==> src/rpg_pkg.sv <==
// ----------------------------------------------------------------------------
// rpg_pkg
// Shared types, widths and helpers for the RSA power generator.
// ----------------------------------------------------------------------------
`default_nettype none

package rpg_pkg;

  // Datapath size
  localparam int MOD_BITS = 16;
  localparam int FIELD_W  = 16;                          // fixed field width
  localparam int NW       = (MOD_BITS < FIELD_W) ? MOD_BITS : FIELD_W;
  localparam int LEN_W    = $clog2(NW + 1);
  localparam int CNT_W    = $clog2(NW);
  localparam int BC_W     = 5;                           // bit_count field
  localparam int EXP_W    = 16;
  localparam int ECNT_W   = $clog2(EXP_W);

  // Configuration port
  localparam int CFG_IDX_W = 2;
  localparam logic [CFG_IDX_W-1:0] CFG_MODULUS  = CFG_IDX_W'(0);
  localparam logic [CFG_IDX_W-1:0] CFG_EXPONENT = CFG_IDX_W'(1);

  // Item function codes
  localparam logic FUNC_LOAD = 1'b0;
  localparam logic FUNC_GEN  = 1'b1;

  typedef struct packed {
    logic               func;
    logic [FIELD_W-1:0] seed_value;
  } in_beat_t;

  typedef struct packed {
    logic [FIELD_W-1:0] random_bits;
    logic [BC_W-1:0]    bit_count;
  } out_beat_t;

  // Request into the shared modular multiplier
  typedef struct packed {
    logic          start;
    logic [NW-1:0] a;
    logic [NW-1:0] b;
  } mm_req_t;

  typedef enum logic [2:0] {
    ST_IDLE,
    ST_RED,
    ST_STEP,
    ST_MUL,
    ST_SQR,
    ST_DONE
  } state_t;

  // Position of highest set bit plus one; one for zero
  function automatic logic [LEN_W-1:0] bit_len(input logic [NW-1:0] v);
    logic [LEN_W-1:0] len;
    len = LEN_W'(1);
    for (int i = 0; i < NW; i++) begin
      if (v[i]) len = LEN_W'(i + 1);
    end
    return len;
  endfunction

  // Mask with the low len bits set
  function automatic logic [NW-1:0] low_mask(input logic [LEN_W-1:0] len);
    logic [NW-1:0] m;
    for (int i = 0; i < NW; i++) begin
      m[i] = (LEN_W'(i) < len);
    end
    return m;
  endfunction

endpackage

`default_nettype wire

==> src/rpg_modmul.sv <==
// ----------------------------------------------------------------------------
// rpg_modmul
// Bit-serial interleaved modular multiplier: a * b mod n, one bit of b a cycle.
// ----------------------------------------------------------------------------
`default_nettype none

module rpg_modmul (
  input  wire                    clk,
  input  wire                    rst_n,
  input  rpg_pkg::mm_req_t       req,
  input  wire [rpg_pkg::NW-1:0]  modulus,
  output logic                   done,
  output logic [rpg_pkg::NW-1:0] result
);
  import rpg_pkg::*;

  logic             busy_r, busy_nxt;
  logic             done_r, done_nxt;
  logic [CNT_W-1:0] cnt_r, cnt_nxt;
  logic [NW-1:0]    a_r, a_nxt;
  logic [NW-1:0]    b_r, b_nxt;
  logic [NW-1:0]    acc_r, acc_nxt;

  logic [NW+1:0]    t;
  logic [NW+1:0]    n1;
  logic [NW+1:0]    n2;
  logic [NW+1:0]    red;

  // acc < n and a < n, so t < 3n: at most one of n or 2n comes off
  always_comb begin
    n1 = (NW+2)'(modulus);
    n2 = (NW+2)'({modulus, 1'b0});
    t  = (NW+2)'({acc_r, 1'b0}) + (b_r[NW-1] ? (NW+2)'(a_r) : '0);
    if (t >= n2) begin
      red = t - n2;
    end else if (t >= n1) begin
      red = t - n1;
    end else begin
      red = t;
    end
  end

  always_comb begin
    busy_nxt = busy_r;
    done_nxt = 1'b0;
    cnt_nxt  = cnt_r;
    a_nxt    = a_r;
    b_nxt    = b_r;
    acc_nxt  = acc_r;
    if (req.start) begin
      busy_nxt = 1'b1;
      cnt_nxt  = CNT_W'(NW - 1);
      a_nxt    = req.a;
      b_nxt    = req.b;
      acc_nxt  = '0;
    end else if (busy_r) begin
      acc_nxt = red[NW-1:0];
      b_nxt   = {b_r[NW-2:0], 1'b0};
      cnt_nxt = cnt_r - CNT_W'(1);
      if (cnt_r == '0) begin
        busy_nxt = 1'b0;
        done_nxt = 1'b1;
      end
    end
  end

  always_ff @(posedge clk) begin
    if (!rst_n) begin
      busy_r <= 1'b0;
      done_r <= 1'b0;
    end else begin
      busy_r <= busy_nxt;
      done_r <= done_nxt;
    end
    cnt_r <= cnt_nxt;
    a_r   <= a_nxt;
    b_r   <= b_nxt;
    acc_r <= acc_nxt;
  end

  assign done   = done_r;
  assign result = acc_r;

endmodule

`default_nettype wire

==> src/rsa_power_generator_top.sv <==
// ----------------------------------------------------------------------------
// rsa_power_generator_top
// Micali-Schnorr RSA pseudorandom generator around one shared modmul unit.
// ----------------------------------------------------------------------------
// Write modulus n (index 0) and exponent e (index 1) while the block is idle.
// A load beat (func = 0) stores the seed masked to r = N/2 bits, where N is
// the bit length of n, and yields no result. A generate beat (func = 1)
// computes y = seed^e mod n and returns the low k = N - r bits of y with
// bit_count = k; the top r bits of y become the next seed.
// All arithmetic runs on one bit-serial modular multiplier. A generate beat
// does one product to reduce the seed, then per exponent bit a dispatch
// step, one multiply when that bit is set and one square, and last loads
// the output register; a new beat is taken once the block is idle again.
// A modulus of zero or one returns 0 with bit_count 1 without the multiplier.
// in_stall is high while a generate beat is in work; a finished result
// sits in the output register so the next beat may be taken meanwhile.
// ----------------------------------------------------------------------------
`default_nettype none

module rsa_power_generator_top (
  input  wire                           clk,
  input  wire                           rst_n,
  // config write port
  input  wire                           cfg_we,
  input  wire [rpg_pkg::CFG_IDX_W-1:0]  cfg_index,
  input  wire [rpg_pkg::FIELD_W-1:0]    cfg_data,
  // input channel
  input  wire                           in_valid,
  output logic                          in_stall,
  input  rpg_pkg::in_beat_t             in_data,
  // result channel
  output logic                          out_valid,
  input  wire                           out_stall,
  output rpg_pkg::out_beat_t            out_data
);
  import rpg_pkg::*;

  // configuration registers
  logic [NW-1:0]     modulus_r;
  logic [EXP_W-1:0]  exponent_r;

  // sequencer and working values
  state_t            state_r, state_nxt;
  logic [NW-1:0]     seed_r;
  logic [NW-1:0]     x_r;              // running base power
  logic [NW-1:0]     acc_r;            // running product, y at the end
  logic [ECNT_W-1:0] ecnt_r;           // exponent bit in work
  logic              out_valid_r;
  out_beat_t         out_r;

  // derived split of the modulus
  logic [LEN_W-1:0]  nlen;
  logic [LEN_W-1:0]  rlen;
  logic [LEN_W-1:0]  klen;
  logic [NW-1:0]     rmask;
  logic [NW-1:0]     kmask;
  logic              n_small;

  logic              in_acc;
  logic              out_free;
  logic              last_bit;

  mm_req_t           mm_req;
  logic              mm_done;
  logic [NW-1:0]     mm_res;

  assign nlen    = bit_len(modulus_r);
  assign rlen    = nlen >> 1;
  assign klen    = nlen - rlen;
  assign rmask   = low_mask(rlen);
  assign kmask   = low_mask(klen);
  assign n_small = (modulus_r[NW-1:1] == '0);   // n is 0 or 1: y is 0

  assign in_stall = (state_r != ST_IDLE);
  assign in_acc   = in_valid && !in_stall;
  assign out_free = !out_valid_r || !out_stall;
  assign last_bit = (ecnt_r == ECNT_W'(EXP_W - 1));

  rpg_modmul u_modmul (
    .clk     (clk),
    .rst_n   (rst_n),
    .req     (mm_req),
    .modulus (modulus_r),
    .done    (mm_done),
    .result  (mm_res)
  );

  // next state
  always_comb begin
    state_nxt = state_r;
    unique case (state_r)
      ST_IDLE: begin
        if (in_acc && (in_data.func == FUNC_GEN)) begin
          state_nxt = n_small ? ST_DONE : ST_RED;
        end
      end
      ST_RED:  if (mm_done) state_nxt = ST_STEP;
      ST_STEP: state_nxt = exponent_r[ecnt_r] ? ST_MUL : ST_SQR;
      ST_MUL:  if (mm_done) state_nxt = ST_SQR;
      ST_SQR: begin
        if (mm_done) state_nxt = last_bit ? ST_DONE : ST_STEP;
      end
      ST_DONE: if (out_free) state_nxt = ST_IDLE;
      default: state_nxt = ST_IDLE;
    endcase
  end

  // multiplier requests
  always_comb begin
    mm_req = '0;
    unique case (state_r)
      ST_IDLE: begin
        // seed mod n, as 1 * seed
        if (in_acc && (in_data.func == FUNC_GEN) && !n_small) begin
          mm_req.start = 1'b1;
          mm_req.a     = NW'(1);
          mm_req.b     = seed_r;
        end
      end
      ST_STEP: begin
        mm_req.start = 1'b1;
        if (exponent_r[ecnt_r]) begin
          mm_req.a = acc_r;
          mm_req.b = x_r;
        end else begin
          mm_req.a = x_r;
          mm_req.b = x_r;
        end
      end
      ST_MUL: begin
        if (mm_done) begin
          mm_req.start = 1'b1;
          mm_req.a     = x_r;
          mm_req.b     = x_r;
        end
      end
      ST_RED, ST_SQR, ST_DONE: mm_req = '0;
      default: mm_req = '0;
    endcase
  end

  // control registers
  always_ff @(posedge clk) begin
    if (!rst_n) begin
      state_r     <= ST_IDLE;
      modulus_r   <= NW'(6);
      exponent_r  <= EXP_W'(1);
      seed_r      <= '0;
      out_valid_r <= 1'b0;
    end else begin
      state_r <= state_nxt;

      if (cfg_we) begin
        unique case (cfg_index)
          CFG_MODULUS:  modulus_r  <= cfg_data[NW-1:0];
          CFG_EXPONENT: exponent_r <= EXP_W'(cfg_data);
          default: ;
        endcase
      end

      if (in_acc && (in_data.func == FUNC_LOAD)) begin
        seed_r <= in_data.seed_value[NW-1:0] & rmask;
      end

      if (state_r == ST_DONE && out_free) begin
        seed_r      <= (acc_r >> klen) & rmask;
        out_valid_r <= 1'b1;
      end else if (out_valid_r && !out_stall) begin
        out_valid_r <= 1'b0;
      end
    end
  end

  // working values
  always_ff @(posedge clk) begin
    if (in_acc && (in_data.func == FUNC_GEN)) begin
      acc_r  <= '0;
      ecnt_r <= '0;
    end
    if (state_r == ST_RED && mm_done) begin
      x_r   <= mm_res;
      acc_r <= NW'(1);
    end
    if (state_r == ST_MUL && mm_done) begin
      acc_r <= mm_res;
    end
    if (state_r == ST_SQR && mm_done) begin
      x_r    <= mm_res;
      ecnt_r <= ecnt_r + ECNT_W'(1);
    end
    if (state_r == ST_DONE && out_free) begin
      out_r.random_bits <= FIELD_W'(acc_r & kmask);
      out_r.bit_count   <= BC_W'(klen);
    end
  end

  assign out_valid = out_valid_r;
  assign out_data  = out_r;

endmodule

`default_nettype wire

==> config.mk <==
export PLATFORM = sky130hd
export DESIGN_NAME = rsa_power_generator_top
export DESIGN_NICKNAME = d
export VERILOG_FILES = /design/src/rpg_pkg.sv /design/src/rpg_modmul.sv /design/src/rsa_power_generator_top.sv
export SDC_FILE = /design/constraint.sdc
export NUM_CORES = 1
export LEC_CHECK = 0
export ABC_CLOCK_PERIOD_IN_PS = 6400
export BUFFER_PORTS_ARGS = -buffer_cell sky130_fd_sc_hd__buf_2
export CORE_MARGIN = 10
export CORE_UTILIZATION = 60
export CTS_CLUSTER_SIZE = 14
export DETAILED_ROUTE_END_ITERATION = 12
export PLACE_DENSITY_LB_ADDON = 0.15
export SLEW_MARGIN = 0
export SYNTH_ARGS = -nofsm -noshare
export SYNTH_HDL_FRONTEND = slang
export SYNTH_HIERARCHICAL = 1
export SYNTH_SLANG_ARGS = --single-unit
==> constraint.sdc <==
create_clock -name clk -period 6.4 [get_ports clk]
set_input_delay 0.64 -clock clk [delete_from_list [all_inputs] [get_ports clk]]
set_output_delay 0.64 -clock clk [all_outputs]
set_load 0.05 [all_outputs]
Yosys cells after proc, flatten, opt, wreduce, memory -nomap -nowiden
Cells that the tools add are included.
- bits in registers: 163
- bits in latches: 0
- RAM bits: 0
- memory bits (read-only): 0
- output and inout bits: 23
- word-level logic and storage cells: 155
- memories: 0
- $add $sub $neg: 6
- multipliers: 0
- divide/modulo/power cells: 0
- magnitude comparators: 35
- equality and inequality tests: 12
- shift operators: 1
- multiplexer cells: 50
- bitwise logic cells: 6
- reductions and logical operators: 29
- operators with widths (operator ; number):
    16-bit two-way mux ; 12
    33-bit one-hot mux with 3 select lines ; 1
    33-bit two-way mux ; 2
    5-bit two-way mux ; 10
    16-bit AND ; 3
    4-bit by 5-bit < comparator with 1-bit output (first input constant) ; 8
    3-bit two-way mux ; 11
    4-bit < comparator (first input constant) ; 8
    32-bit two-way mux ; 1
    16-bit subtractor ; 2
    3-bit by 5-bit < comparator with 1-bit output (first input constant) ; 4
    17-bit by 16-bit adder with 18-bit output ; 1
    18-bit by 16-bit greater-or-equal comparator with 1-bit output ; 1
    18-bit by 17-bit greater-or-equal comparator with 1-bit output ; 1
    3-bit one-hot mux with 6 select lines ; 1
    3-bit by 4-bit < comparator with 1-bit output (first input constant) ; 4
    16-bit by 5-bit >> shifter with 16-bit output ; 1
    15-bit zero test ; 1
    1-bit by 5-bit < comparator with 1-bit output (first input constant) ; 2
    2-bit by 5-bit < comparator with 1-bit output (first input constant) ; 2
    2-bit nonzero test ; 5
    1-bit logical AND ; 9
    1-bit by 4-bit < comparator with 1-bit output (first input constant) ; 2
    2-bit by 4-bit < comparator with 1-bit output (first input constant) ; 2
    other kinds (25) ; 45

Logic depth before layout (Yosys ltp)
Gate-level depths: netlist (run 1).
- depth in word-level cells: 19
- depth in mapped cells: 22

Cells and area by module
The synthesis (run 1) kept the hierarchy.
- modules (own cells, without submodules) (module ; instances ; cells an instance ; area an instance (sq um) ; sequential area each (sq um)):
    rsa_power_generator_top ; 1 ; 534 ; 5681.7 ; 2732.6
    rpg_modmul ; 1 ; 491 ; 4530.6 ; 1401.3

Worst setup path before layout (run 1)
No wires, ideal clock.
- path kind: register to register
- from: reg u_modmul.b_r[15]
- to: reg u_modmul.acc_r[10] (netlist: u_modmul/result[10])
- arrival: 4.256 ns
- data required time: 6.260 ns
- slack: 2.004 ns
- stages on the path, launching flop included: 22
- path buffers: 2
- path through: edfxtp_1 > clkbuf_1 > nand2_1 > inv_1 > ha_1 > a211oi_1 > o21bai_1 > a2111o_1 > a31o_2 > a21oi_1 > xnor2_1 > ha_1 > nand3_1 > nand2_1 > and3_1 > nor4_1 > a221oi_1 > or3b_1 > buf_6 > mux2_1 > a21oi_1 > a211oi_1
- longest elaborated chain between the ends: 5
- ends and longest elaborated chain (what ; line ; source):
    start, declared ; rpg_modmul.sv:21 ; logic [NW-1:0] b_r, b_nxt;
    start signal, assigned ; rpg_modmul.sv:77 ; b_r <= b_nxt;
    16-bit two-way mux * ; rpg_modmul.sv:33 ; t = (NW+2)'({acc_r, 1'b0}) + (b_r[NW-1] ? (NW+2)'(a_r) : '0);
    17-bit by 16-bit adder with 18-bit output * ; rpg_modmul.sv:33 ;
    16-bit subtractor or 18-bit by 16-bit greater-or-equal comparator with 1-bit output (tied branches) ; rpg_modmul.sv:37, rpg_modmul.sv:36 ;
    16-bit two-way mux ; rpg_modmul.sv:36 ; end else if (t >= n1) begin
    16-bit two-way mux * ; rpg_modmul.sv:34 ; if (t >= n2) begin
    end signal, assigned ; rpg_modmul.sv:78 ; acc_r <= acc_nxt;
    end, declared ; rpg_modmul.sv:22 ; logic [NW-1:0] acc_r, acc_nxt;
Every way passes the cells marked *; elsewhere a longest branch is shown, timed or not.
A chain may end at the register's enable or synchronous reset.

Worst setup path in the final report (run 1)
Same ends and word-level chain as after synthesis.

==> results.env, run 1 <==
DRTITER0DRC=601
CTS_POST_SETUP_BUFFERS_INSERTED=0
YS_TYPES=91
GP_CONGESTION=0.915
FINAL_HOLD_VIOL_COUNT=0
CRITICAL_PATH.ENDPOINT_TYPE='register'
BOUNDARYPINS=63
CP_CELL_SEQUENCE='and2_1, ha_1, inv_1, fa_1, nand2b_1, a211oi_1, nor3b_1, o21ai_0, xor2_1, ha_1, nor2b_1, a221oi_4, a221oi_1, or3b_1, mux2_1, a21oi_1, a211oi_1'
TIMING.MAX_SLEW.REL_SLACK_PCT=24.0
DIE-AREA_SQ_UM=22600
COREAREA_SQ_UM=16600
DOMINANTREGCELLSYNTH='edfxtp_1'
YOSYSSEQAREASHARE_PCT=40.5
CRITICAL_PATH_PEAK_FANOUT=19
CRITPATHARRIVALTIME_NS=5.68
POWER-PER-CELL-AREA_nW_PER_UM2=427
GRT_ANTENNA_BEFORE_REPAIR=0
STATUS='finished, final reports clean'
SETUP-TNS-FINAL_NS=0
CLKLATENCYLATEPIN_NS=0.42
CTSHTREEMAXLEVEL=4
TRITONCTS='yes'
ANT_NETS=0
FINAL_LAYOUT_SIZE_SUFFIX_GT1_SHARE_PCT=16.1
MIN_DELAY_PATH_DEPTH=3
RSZ_0062_RAISED_AFTER_GLOBAL_ROUTING='false'
REPORT.FINAL.SETUP_VIOL=0
DPL_CELL_AREA_SQ_UM=10600
PIN_COUNT_OF_THE_BIGGEST_NET_ENTERING_GLOBAL_ROUTING=56
SYNTHMOSTINSTANTIATEDCELL='nand2_1'
SYNTH-SEQ-CELLS=162
CLKSLEWWORSTSETUPHOLDPATHS_NS=0.07
CLOCK_PATH_BUFFERS=2
SYNTH_COMPOUND_GATE_AREA_SHARE_PCT=19.4
SYNTH_TOP_AREA_CELL='edfxtp_1'
POST_SYNTH_MOST_FREQUENT_CELLS='nand2_1 (119), edfxtp_1 (89), dfxtp_1 (73)'
IO_BUF_COUNT=55
MAX_CLOCK_FREQ_GHz=0.185
PLACEMENTROWS=47
PEAKVDDDROP_V=0.000327
DR_TOTAL_VIAS=8023
CTS_HOLD_BUFFERS=0
CRITICAL_PATH.MAX_STAGE_DELAY_NS=0.75
CTS-BUFFERS-INSERTED=17
MIN-DELAY-PATH-CLASS='input port to register'
SLEW_AT_THE_PIN_CLOSEST_TO_ITS_MAX_SLEW_LIMIT_NS=1.13
SYNTH_ASYNC_SR_FLOP_SHARE_PCT=0
CP_SLOWEST_CELL='or3b_1'
AVERAGE_CELL_AREA_AFTER_SYNTHESIS_SQ_UM=9.96
SLEW_VIOLATIONS=0
SYNTH_ENABLE_FLOP_CELLS=89
PATH_CLASS='register to register'
CTS.ROOT.BUFFER_CELL='clkbuf_16'
YOSYS_WARNINGS=6
GRT_USAGE_PCT=21.8
CLOCK_SINK_COUNT=162
PATH_DEPTH=17
FILLERINSTANCES=1350
DETAIL_ROUTE.FIRST_PASS.ITERATIONS=5
SYNTHCELLS=1025
SYNTH_FA_HA_AREA_SHARE_PCT=7.40
POST_ROUTE_MINIMUM_PERIOD_NS=5.41
DETAIL_ROUTE.DRC_VIOLATIONS=0
SYNTH_TOP_AREA_SHARE_PCT=26.2
FIN_CRIT_SH_PCT=84.5
DIE_W_UM=150
RESIDUAL_OVERFLOW_FROM_GLOBAL_ROUTING=0
FIRST_GLOBAL_VIAS=7522
POWER.LEAKAGE_nW=4.37
SYNTH_XOR_XNOR_AREA_SHARE_PCT=4.10
MUXSHAREOFSYNTHAREA_PCT=7.96
INSERTEDDIODECOUNT=0
GLOBAL_ROUTE_WIRE_LENGTH_BEFORE_REPAIR_UM=39300
PATH_BUF_INV=1
REG2REGPATHDEPTH=17
DETAIL_ROUTE.WIRELENGTH_UM=24400
STARTING_DENSITY_OF_THE_CORE_PCT=61.4
ROUTED_WIRE_LENGTH_PER_INSTANCE_UM=18.8
CATEGORY_OF_CELLS_ACCOUNTING_FOR_THE_LARGEST_SHARE_OF_CRITICAL_PATH_DELAY='simple AND/OR/NAND/NOR gates'
DIE_HEIGHT_UM=150
NNETSFINAL=1161
FINALINSTANCEAREA_SQ_UM=11200
POSTCTSRESIZEDCELLS=0
AREAGROWTHSYNTHTOFINISH_PCT=9.20
MAIN_COMBINATIONAL_CELL_FAMILY_BY_AREA_AFTER_SYNTHESIS='compound AO/OA/AOI/OAI gates'
CRITICAL_PATH.STARTPOINT_TYPE='register'
REQUIRED_NS=6.66
MAX_CAP_CHECK_VIOLATION_COUNT=0
POST_SYNTH_SIMPLE_GATE_AREA_PCT=15.9
SYN_AREA_SQ_UM=10200
FINALCLOCKSKEW_NS=0.00947
DR_VIAS_CELL=6.19
SYNTH_TOP_CELLS_BY_AREA='edfxtp_1 (26%), dfxtp_1 (14%), ha_1 (6.6%), nand2_1 (4.4%), a21oi_1 (3.1%)'
DPL.HPWL_UM=18000
## where the power goes
group | internal (mW) | switching [mW] | total [mW]
clock network | 0.587 | 0.433 | 1.02
registers | 1.21 | 0.0950 | 1.30
logic | 1.03 | 1.41 | 2.44
## layout by cell type (no fill, tap or decap), types with 5 or more instances in the layout
| cell type | Yosys | layout |
|---|---|---|
| nand2_1 | 119 | 119 |
| edfxtp_1 | 89 | 89 |
| dfxtp_1 | 73 | 73 |
| a21oi_1 | 64 | 64 |
| nor2_1 | 55 | 55 |
| buf_2 | 5 | 55 |
| ha_1 | 54 | 54 |
| inv_1 | 52 | 52 |
| o21ai_0 | 37 | 37 |
| a21boi_0 | 37 | 37 |
| and2_1 | 36 | 36 |
| xnor2_1 | 32 | 32 |
| nand3_1 | 23 | 23 |
| mux2_2 | 23 | 23 |
| mux2i_1 | 21 | 21 |
| clkbuf_16 | 0 | 20 |
| and3_1 | 17 | 17 |
| nor2b_1 | 15 | 15 |
| a22o_2 | 15 | 15 |
| a22o_1 | 15 | 15 |
| xor2_1 | 14 | 14 |
| nor3_1 | 11 | 11 |
| mux4_2 | 10 | 10 |
| a211oi_1 | 11 | 10 |
| nand2b_1 | 9 | 9 |
| a21o_1 | 9 | 9 |
| o211ai_1 | 8 | 8 |
| o21bai_1 | 7 | 7 |
| nand4_1 | 7 | 7 |
| buf_4 | 1 | 7 |
| o31ai_1 | 6 | 6 |
| a31oi_1 | 6 | 6 |
| o21a_1 | 6 | 6 |
| o21ai_1 | 6 | 6 |
| nor4_1 | 5 | 5 |
| a32o_1 | 5 | 5 |
| o22ai_1 | 5 | 5 |
| o221ai_1 | 5 | 5 |
## cells by family (layout without fill, tap and decap cells)
group / count (synthesis) / count (layout)
AO/OA/AOI/OAI: 278 / 278
multiplexers: 60 / 60
adder cells (fa/ha/maj): 58 / 58
other: 1 / 3
XOR/XNOR: 47 / 47
AND/OR/NAND/NOR: 320 / 320
buffers and inverters: 99 / 148
flip-flops: 162 / 162
## cell type report
| type | instances | area, sq um | share of cell area [%] |
|---|---|---|---|
| clock inverters | 10 | 81.3 | 0.729 |
| repair buffers | 62 | 328 | 2.94 |
| flip-flops and latches | 162 | 4130 | 37.1 |
| multi-input cells | 766 | 5610 | 50.3 |
| well taps | 220 | 275 | 2.47 |
| clock buffers | 22 | 519 | 4.66 |
| inverters | 54 | 203 | 1.82 |
## through the flow
stage	setup slack [ns]	total power [mW]	hold slack, ns	instances	util, %
floorplan	2.00	3.29	0.426	1027	-
global placement	1.07	3.67	0.448	1264	63.4
detailed placement	1.02	3.71	0.455	1264	63.4
CTS	0.992	4.73	0.437	1296	67.0
global route	0.476	5.07	0.458	1296	67.0
finish	0.989	4.77	0.448	1296	67.0
## metal layers
layer,part of all wire [%],global-route usage [%],vias to the layer above
met5,0,0,-
met4,3.4,8.16,0
li1,-,-,3851
met2,46,34.4,293
met1,45,29.3,3831
met3,5.7,3.75,48
## worst reg2reg max path: cells and delay by family (launching register included)
kind	cells	cell delay, ns
compound gates	6	1.40
xor+xnor	1	0.35
fa+ha+maj	3	0.93
buf+inv	1	0.06
flops	1	0.59
mux	1	0.45
simple gates	5	1.46
## registers in the layout, indices dropped and copies added, names as in the netlist, 3 cells and up
name	count
x_r	16
seed_r	15
state_r	3
u_modmul/result	16
u_modmul/cnt_r	4
exponent_r	16
u_modmul/a_r	16
acc_r	16
out_data	21
ecnt_r	4
u_modmul/b_r	16
modulus_r	16
## path summary, 6_finish.rpt
check / from / end / slack [ns]
setup / recovery: u_modmul/b_r[15] / u_modmul/result[10] / 0.99
hold / removal: cfg_data[2] / modulus_r[2] / 0.45
setup reg to reg: u_modmul/b_r[15] / u_modmul/result[10] / 0.99
hold reg to reg: exponent_r[3] / exponent_r[3] / 0.46
Power figures use the tool's default switching activity.
==> run 2, diff against run 1 <==
--- a/config.mk
+++ b/config.mk
@@ -5,7 +5,8 @@
 export SDC_FILE = /design/constraint.sdc
 export NUM_CORES = 1
 export LEC_CHECK = 0
-export ABC_CLOCK_PERIOD_IN_PS = 6400
+export ABC_AREA = 1
+export ABC_CLOCK_PERIOD_IN_PS = 5700
 export BUFFER_PORTS_ARGS = -buffer_cell sky130_fd_sc_hd__buf_2
 export CORE_MARGIN = 10
 export CORE_UTILIZATION = 60
==> constraint.sdc (replaced) <==
create_clock -name clk -period 5.7 [get_ports clk]
set_input_delay 0.57 -clock clk [delete_from_list [all_inputs] [get_ports clk]]
set_output_delay 0.57 -clock clk [all_outputs]
set_load 0.05 [all_outputs]
==> results.env, run 2 <==
SW_POWER_mW=3.64
LAYOUT_COMMONEST_CELL='nand2_1'
WORSTSETUPENDPOINT='u_modmul/result[15]'
FINAL_HOLD_VIOL_COUNT=0
MAX_CLOCK_FREQ_GHz=0.226
CTS_HOLD_BUFFERS=0
DRTITER0DRC=756
DIE-AREA_SQ_UM=24200
POWER.LEAKAGE_nW=5.64
SYNTH-SEQ-CELLS=162
SYNTH_TOP_CELLS_BY_AREA='edfxtp_1 (24%), nand2_1 (15%), dfxtp_1 (13%), inv_1 (7.1%), ha_1 (6.1%)'
POST-LAYOUT-TOTAL-POWER_mW=7.17
MUXSHAREOFSYNTHAREA_PCT=0
REG2REGPATHDEPTH=22
POWER-PER-CELL-AREA_nW_PER_UM2=602
WORSTREG2REGSTART='u_modmul/b_r[15]'
SETUP-TNS-FINAL_NS=0
COREAREA_SQ_UM=18000
GRT_ANTENNA_BEFORE_REPAIR=0
DR_TOTAL_VIAS=9702
YOSYSSEQAREASHARE_PCT=37.5
PEAKVDDDROP_V=0.000553
PIN_COUNT_OF_THE_BIGGEST_NET_ENTERING_GLOBAL_ROUTING=38
POST_SYNTH_SIMPLE_GATE_AREA_PCT=29.3
DETAIL_ROUTE.WIRELENGTH_UM=28500
CRITICAL_PATH.ENDPOINT_TYPE='register'
MAX_CAP_CHECK_VIOLATION_COUNT=0
YOSYS_WARNINGS=6
REGISTER_AREA_SQ_UM=4130
CTSHTREEMAXLEVEL=4
CLKSLEWWORSTSETUPHOLDPATHS_NS=0.07
FILLERINSTANCES=1602
CLOCKPOWERSHARE_PCT=15.9
POWER.SHARE.SEQUENTIAL_PCT=22.0
AVERAGE_CELL_AREA_AFTER_SYNTHESIS_SQ_UM=7.35
CRITICAL_PATH.STARTPOINT_TYPE='register'
SYNTH_ENABLE_FLOP_CELLS=89
MULTI_INPUT_COMB_AREA_SQ_UM=5770
R2R_SLACK_NS=1.27
SYNTHCELLS=1498
POSTCTSRESIZEDCELLS=0
DETAIL_ROUTE.DRC_VIOLATIONS=0
WORST_R2R_ENDPOINT='u_modmul/result[15]'
STATUS='finished, final reports clean'
SYNTH_ASYNC_SR_FLOP_SHARE_PCT=0
FINAL_LAYOUT_SIZE_SUFFIX_GT1_SHARE_PCT=12.5
GP_CONGESTION=1.01
SYNTHMOSTINSTANTIATEDCELL='nand2_1'
IO_BUF_COUNT=55
COMB_POWER_SHARE_PCT=62.1
CRITICAL_PATH_PEAK_FANOUT=18
TRITONCTS='yes'
CLKLATENCYLATEPIN_NS=0.44
RSZ_0062_RAISED_AFTER_GLOBAL_ROUTING='false'
FINAL_CORE_UTILIZATION_PCT=66.1
SYNTH_FA_HA_AREA_SHARE_PCT=6.86
SYNTH_XOR_XNOR_AREA_SHARE_PCT=2.78
DOMINANTREGCELLSYNTH='edfxtp_1'
DETAILEDPLACE.WORSTSLACK_NS=1.33
FIRST_GLOBAL_VIAS=9245
DPL.HPWL_UM=22000
CTS_POST_SETUP_BUFFERS_INSERTED=0
YS_TYPES=52
CLOCK_SINK_COUNT=162
FINALCLOCKSKEW_NS=0.0182
SYNTH_COMPOUND_GATE_AREA_SHARE_PCT=13.4
REPORT.FINAL.SETUP_VIOL=0
POST_ROUTE_MINIMUM_PERIOD_NS=4.43
GLOBAL_ROUTE_WIRE_LENGTH_BEFORE_REPAIR_UM=46300
FINALINSTANCEAREA_SQ_UM=11900
POSTLAYOUTSETUPSLACKWORST_NS=1.27
NNETSFINAL=1630
ROUTED_WIRE_LENGTH_PER_INSTANCE_UM=16.1
FIN_CRIT_SH_PCT=77.7
SYNTH_TOP_AREA_SHARE_PCT=24.3
PATH_CLASS='register to register'
RESIDUAL_OVERFLOW_FROM_GLOBAL_ROUTING=0
DPL_CELL_AREA_SQ_UM=11300
CTS.ROOT.BUFFER_CELL='clkbuf_16'
POST_SYNTH_MOST_FREQUENT_CELLS='nand2_1 (454), inv_1 (207), nand3_1 (100)'
SLEW_VIOLATIONS=0
CRITPATHARRIVALTIME_NS=4.75
LARGEST_REGISTER_FF_COUNT=21
DIE_W_UM=155
SYNTH_TOP_AREA_CELL='edfxtp_1'
ANT_NETS=0
CLOCK_PATH_BUFFERS=2
POWER.SHARE.SWITCHING_PCT=50.7
STARTING_DENSITY_OF_THE_CORE_PCT=61.1
INSERTEDDIODECOUNT=0
CRIT_PATH_START='u_modmul/b_r[15]'
SYN_AREA_SQ_UM=11000
GRT_USAGE_PCT=23.6
DR_VIAS_CELL=5.47
DETAIL_ROUTE.FIRST_PASS.ITERATIONS=6
MOSTFREQUENTLAYOUTCELLS='nand2_1 (454), inv_1 (207), nand3_1 (100), nor2_1 (94), edfxtp_1 (89)'
TIMING.MAX_SLEW.REL_SLACK_PCT=36.3
AREAGROWTHSYNTHTOFINISH_PCT=8.16
CTS-BUFFERS-INSERTED=17
REQUIRED_NS=6.02
BOUNDARYPINS=63
MIN-DELAY-PATH-CLASS='input port to register'
MAIN_COMBINATIONAL_CELL_FAMILY_BY_AREA_AFTER_SYNTHESIS='simple AND/OR/NAND/NOR gates'
SLEW_AT_THE_PIN_CLOSEST_TO_ITS_MAX_SLEW_LIMIT_NS=0.955
INTPOWER_mW=3.53
PLACEMENTROWS=49
DIE_HEIGHT_UM=155
==> run 2: logic make-up (layout without fill, tap and decap cells) <==
family	count (synthesis)	in the layout
buf+inv	271	316
fa+ha+maj	58	58
other cells	1	3
compound gates	236	236
xor+xnor	35	35
simple gates	735	735
flops	162	162
==> run 2: power by group through the flow <==
| stage | sequential (mW) | combinational [mW] | clock (mW) |
|---|---|---|---|
| CTS | 1.58 | 4.38 | 1.14 |
| detailed placement | 1.60 | 4.36 | 0 |
| global placement | 1.60 | 4.32 | 0 |
| global route | 1.60 | 4.98 | 1.20 |
| finish | 1.58 | 4.45 | 1.14 |
| floorplan | 1.54 | 3.61 | 0 |
==> run 2: through the flow <==
stage               std cells  hold slack (ns)
floorplan                1500            0.425
CTS                      1774            0.360
finish                   1774            0.360
global placement         1742            0.432
global route             1774            0.373
detailed placement       1742            0.435
==> run 2: layer usage <==
layer  track usage, %  up-vias  routed length [um]
met5                0        -                   0
met2             39.4      304               13600
met3             3.75       44                1630
met1             30.1     4409               12500
met4             9.05        0                 804
li1                 -     4945                   -
==> run 2: how the worst min path moves through the flow <==
stage,startpoint,end,cells past startpoint
floorplan,seed_r[11],seed_r[11],2
global route,cfg_data[0],exponent_r[0],3
finish,cfg_data[1],modulus_r[1],3
CTS,cfg_data[1],modulus_r[1],3
detailed placement,seed_r[12],seed_r[12],2
global placement,seed_r[12],seed_r[12],2
==> run 2: area by class of cell <==
type	count	area share [%]
Tap cell	229	2.41
Sequential cell	162	34.7
Multi-Input combinational cell	1067	48.4
Clock buffer	22	4.16
Timing Repair Buffer	57	2.44
Inverter	227	7.17
Clock inverter	10	0.693
==> run 2: worst max-delay path, cell delays in order, from the launching register on <==
cell,delay (ns)
edfxtp_1,0.67
nand2_1,0.10
inv_1,0.08
ha_1,0.16
inv_1,0.06
fa_1,0.45
o21ai_2,0.23
nand2_1,0.09
nand3_2,0.10
xor2_1,0.37
ha_1,0.39
a21oi_2,0.22
nand2_1,0.09
a21oi_1,0.12
nand2_1,0.13
a21oi_4,0.40
nand3_4,0.28
nand2_1,0.12
nand2_1,0.05
nand2_1,0.05
nand2_1,0.04
nand2_1,0.05
nand2_1,0.05
==> run 3, diff against run 2 <==
--- a/config.mk
+++ b/config.mk
@@ -6,7 +6,7 @@
 export NUM_CORES = 1
 export LEC_CHECK = 0
 export ABC_AREA = 1
-export ABC_CLOCK_PERIOD_IN_PS = 5700
+export ABC_CLOCK_PERIOD_IN_PS = 4400
 export BUFFER_PORTS_ARGS = -buffer_cell sky130_fd_sc_hd__buf_2
 export CORE_MARGIN = 10
 export CORE_UTILIZATION = 60
==> constraint.sdc (replaced) <==
create_clock -name clk -period 4.4 [get_ports clk]
set_input_delay 0.44 -clock clk [delete_from_list [all_inputs] [get_ports clk]]
set_output_delay 0.44 -clock clk [all_outputs]
set_load 0.05 [all_outputs]
==> results.env, run 3 (synthesized netlist as in run 2, its figures left out) <==
DR_VIAS_CELL=5.51
STATUS='finished, final reports clean'
WORST_R2R_ENDPOINT='u_modmul/result[3]'
R2R_SLACK_NS=0.37
PATH_CLASS='register to register'
ROUTED_WIRE_LENGTH_PER_INSTANCE_UM=16.3
MIN-DELAY-PATH-CLASS='input port to register'
MAX_CLOCK_FREQ_GHz=0.248
DIE-AREA_SQ_UM=24200
TIMING.MAX_SLEW.REL_SLACK_PCT=31.8
CLOCK_SINK_COUNT=162
GRT_ANTENNA_BEFORE_REPAIR=0
CRITICAL_PATH_PEAK_FANOUT=14
MIN_DELAY_PATH_DEPTH=3
REG2REGPATHDEPTH=26
POWER.SHARE.SEQUENTIAL_PCT=21.0
DETAIL_ROUTE.DRC_VIOLATIONS=0
FINAL.HOLD.WORST_SLACK_NS=0.234
FINALCLOCKSKEW_NS=0.0113
SETUP-TNS-FINAL_NS=0
SLEW_VIOLATIONS=0
DETAIL_ROUTE.FIRST_PASS.ITERATIONS=5
DPL.HPWL_UM=22700
SLEW_AT_THE_PIN_CLOSEST_TO_ITS_MAX_SLEW_LIMIT_NS=1.02
GP_CONGESTION=1.04
POWER.LEAKAGE_nW=5.77
CRITICAL_PATH.STARTPOINT_TYPE='register'
LARGEST_REGISTER_FF_COUNT=21
RESIDUAL_OVERFLOW_FROM_GLOBAL_ROUTING=0
DR_TOTAL_VIAS=9877
REQUIRED_NS=4.72
IO_BUF_COUNT=55
CLOCK_PATH_BUFFERS=2
REPORT.FINAL.SETUP_VIOL=0
MAX_CAP_CHECK_VIOLATION_COUNT=0
POST_ROUTE_MINIMUM_PERIOD_NS=4.03
PLACEMENTROWS=49
POWER-PER-CELL-AREA_nW_PER_UM2=801
RSZ_0062_RAISED_AFTER_GLOBAL_ROUTING='false'
DIE_HEIGHT_UM=155
CTS-BUFFERS-INSERTED=17
PIN_COUNT_OF_THE_BIGGEST_NET_ENTERING_GLOBAL_ROUTING=37
STARTING_DENSITY_OF_THE_CORE_PCT=61.1
DETAIL_ROUTE.WIRELENGTH_UM=29200
LAYOUT_COMMONEST_CELL='nand2_1'
CRITICAL_PATH.MAX_STAGE_DELAY_NS=0.49
TIMING.CRITICAL_PATH.MODE_CELL='nand2_1'
CTS.ROOT.BUFFER_CELL='clkbuf_16'
CLOCKPOWERSHARE_PCT=16.5
MET3WIRELENGTH_UM=1550
COMB_POWER_SHARE_PCT=62.5
BOUNDARYPINS=63
ROUTED_LENGTH_ON_MET1_UM=12800
PEAKVDDDROP_V=0.000770
MOSTFREQUENTLAYOUTCELLS='nand2_1 (454), inv_1 (207), nand3_1 (100), nor2_1 (94), edfxtp_1 (89)'
MET2_ROUTED_WIRELENGTH_UM=13900
WORSTREG2REGSTART='u_modmul/b_r[15]'
DRTITER0DRC=796
COREAREA_SQ_UM=18000
FIRST_GLOBAL_VIAS=9494
SW_POWER_mW=4.82
CTS_HOLD_BUFFERS=0
ANT_NETS=0
DIE_W_UM=155
CP_SLOWEST_CELL='edfxtp_1'
INSERTEDDIODECOUNT=0
POWER.SHARE.SWITCHING_PCT=49.6
GLOBAL_ROUTE_WIRE_LENGTH_BEFORE_REPAIR_UM=47300
CLKLATENCYLATEPIN_NS=0.44
TRITONCTS='yes'
GRT_USAGE_PCT=24.1
CLKSLEWWORSTSETUPHOLDPATHS_NS=0.07
CTSHTREEMAXLEVEL=4
CRITPATHARRIVALTIME_NS=4.34
FINAL_LAYOUT_SIZE_SUFFIX_GT1_SHARE_PCT=13.6
CRITICAL_PATH.ENDPOINT_TYPE='register'
AREAGROWTHSYNTHTOFINISH_PCT=10.1
TOPROUTINGLAYERUSED='met4'
FILLERINSTANCES=1626
NNETSFINAL=1648
MIN-DELAY-START='cfg_data[1]'
INTPOWER_mW=4.90
FIN_CRIT_SH_PCT=91.5
FINAL_HOLD_VIOL_COUNT=0
HOLD_PATH_END='modulus_r[1]'
-- run 3: cell types whose count changed in the layout (fill, tap and decap cells not counted), moves of 3 or more --
cell       previous run  this run
clkbuf_8              3         0
inv_4                 5         1
clkbuf_16            18        21
buf_4                 2        20
inv_8                 2         5
-- run 3: worst max path at each step --
stage,from,endpoint,cells after the start,slack (ns)
floorplan,u_modmul/b_r[15],u_modmul/result[9],27,0.89
global placement,u_modmul/b_r[15],u_modmul/result[9],27,0.38
detailed placement,u_modmul/b_r[15],u_modmul/result[1],27,0.33
CTS,u_modmul/b_r[15],u_modmul/result[2],27,0.28
global route,u_modmul/b_r[15],u_modmul/result[3],26,0.03
finish,u_modmul/b_r[15],u_modmul/result[3],26,0.37
-- run 3: power groups by stage --
stage	registers [mW]	logic (mW)	clock network (mW)
final	2.05	6.07	1.60
after global routing	2.07	6.74	1.68
after CTS	2.04	5.80	1.62
after detailed placement	2.08	5.77	0
after global placement	2.07	5.73	0
after floorplan	1.99	4.68	0
-- run 3: timing repair --
item / in CTS / in global routing
resized for setup: 0 / 3
setup buffers: 0 / 7
setup endpoints to repair: 0 / 15
hold endpoints to repair: 0 / 0
-- run 3: cell type report --
class | count | area (sq um) | share of cell area [%]
tap | 229 | 287 | 2.36
sequential | 162 | 4130 | 34.1
clock inverter | 11 | 121 | 1.00
inverter | 227 | 860 | 7.09
timing repair buffer | 75 | 425 | 3.51
multi-input combinational | 1067 | 5780 | 47.6
clock buffer | 21 | 526 | 4.33
-- run 3: metrics by stage --
stage | setup WS, ns | cells | area, sq um | util (%) | power, mW
3_5_place_dp | 0.326 | 1753 | 11400 | 63.3 | 7.84
3_3_place_gp | 0.381 | 1753 | 11400 | 63.3 | 7.80
4_1_cts | 0.277 | 1785 | 12100 | 66.9 | 9.46
2_1_floorplan | 0.893 | 1500 | 11000 | - | 6.67
6_report | 0.375 | 1792 | 12100 | 67.3 | 9.72
5_1_grt | 0.0280 | 1792 | 12100 | 67.3 | 10.5
-- run 3: critical path: cells and delay by family, from the launching register on --
| family | cells | cell delay [ns] |
|---|---|---|
| AOI/OAI and AO/OA | 4 | 0.44 |
| adders and majority gates | 2 | 0.69 |
| buffers and inverters | 6 | 0.70 |
| and+or+nand+nor | 13 | 1.38 |
| xor gates and xnor gates | 1 | 0.22 |
| DFF | 1 | 0.49 |
-- run 3: metal layers --
| layer | vias up | global-route usage [%] |
|---|---|---|
| met3 | 57 | 3.78 |
| met5 | - | 0 |
| met1 | 4523 | 30.6 |
| met4 | 0 | 10.1 |
| met2 | 322 | 40.0 |
| li1 | 4975 | - |
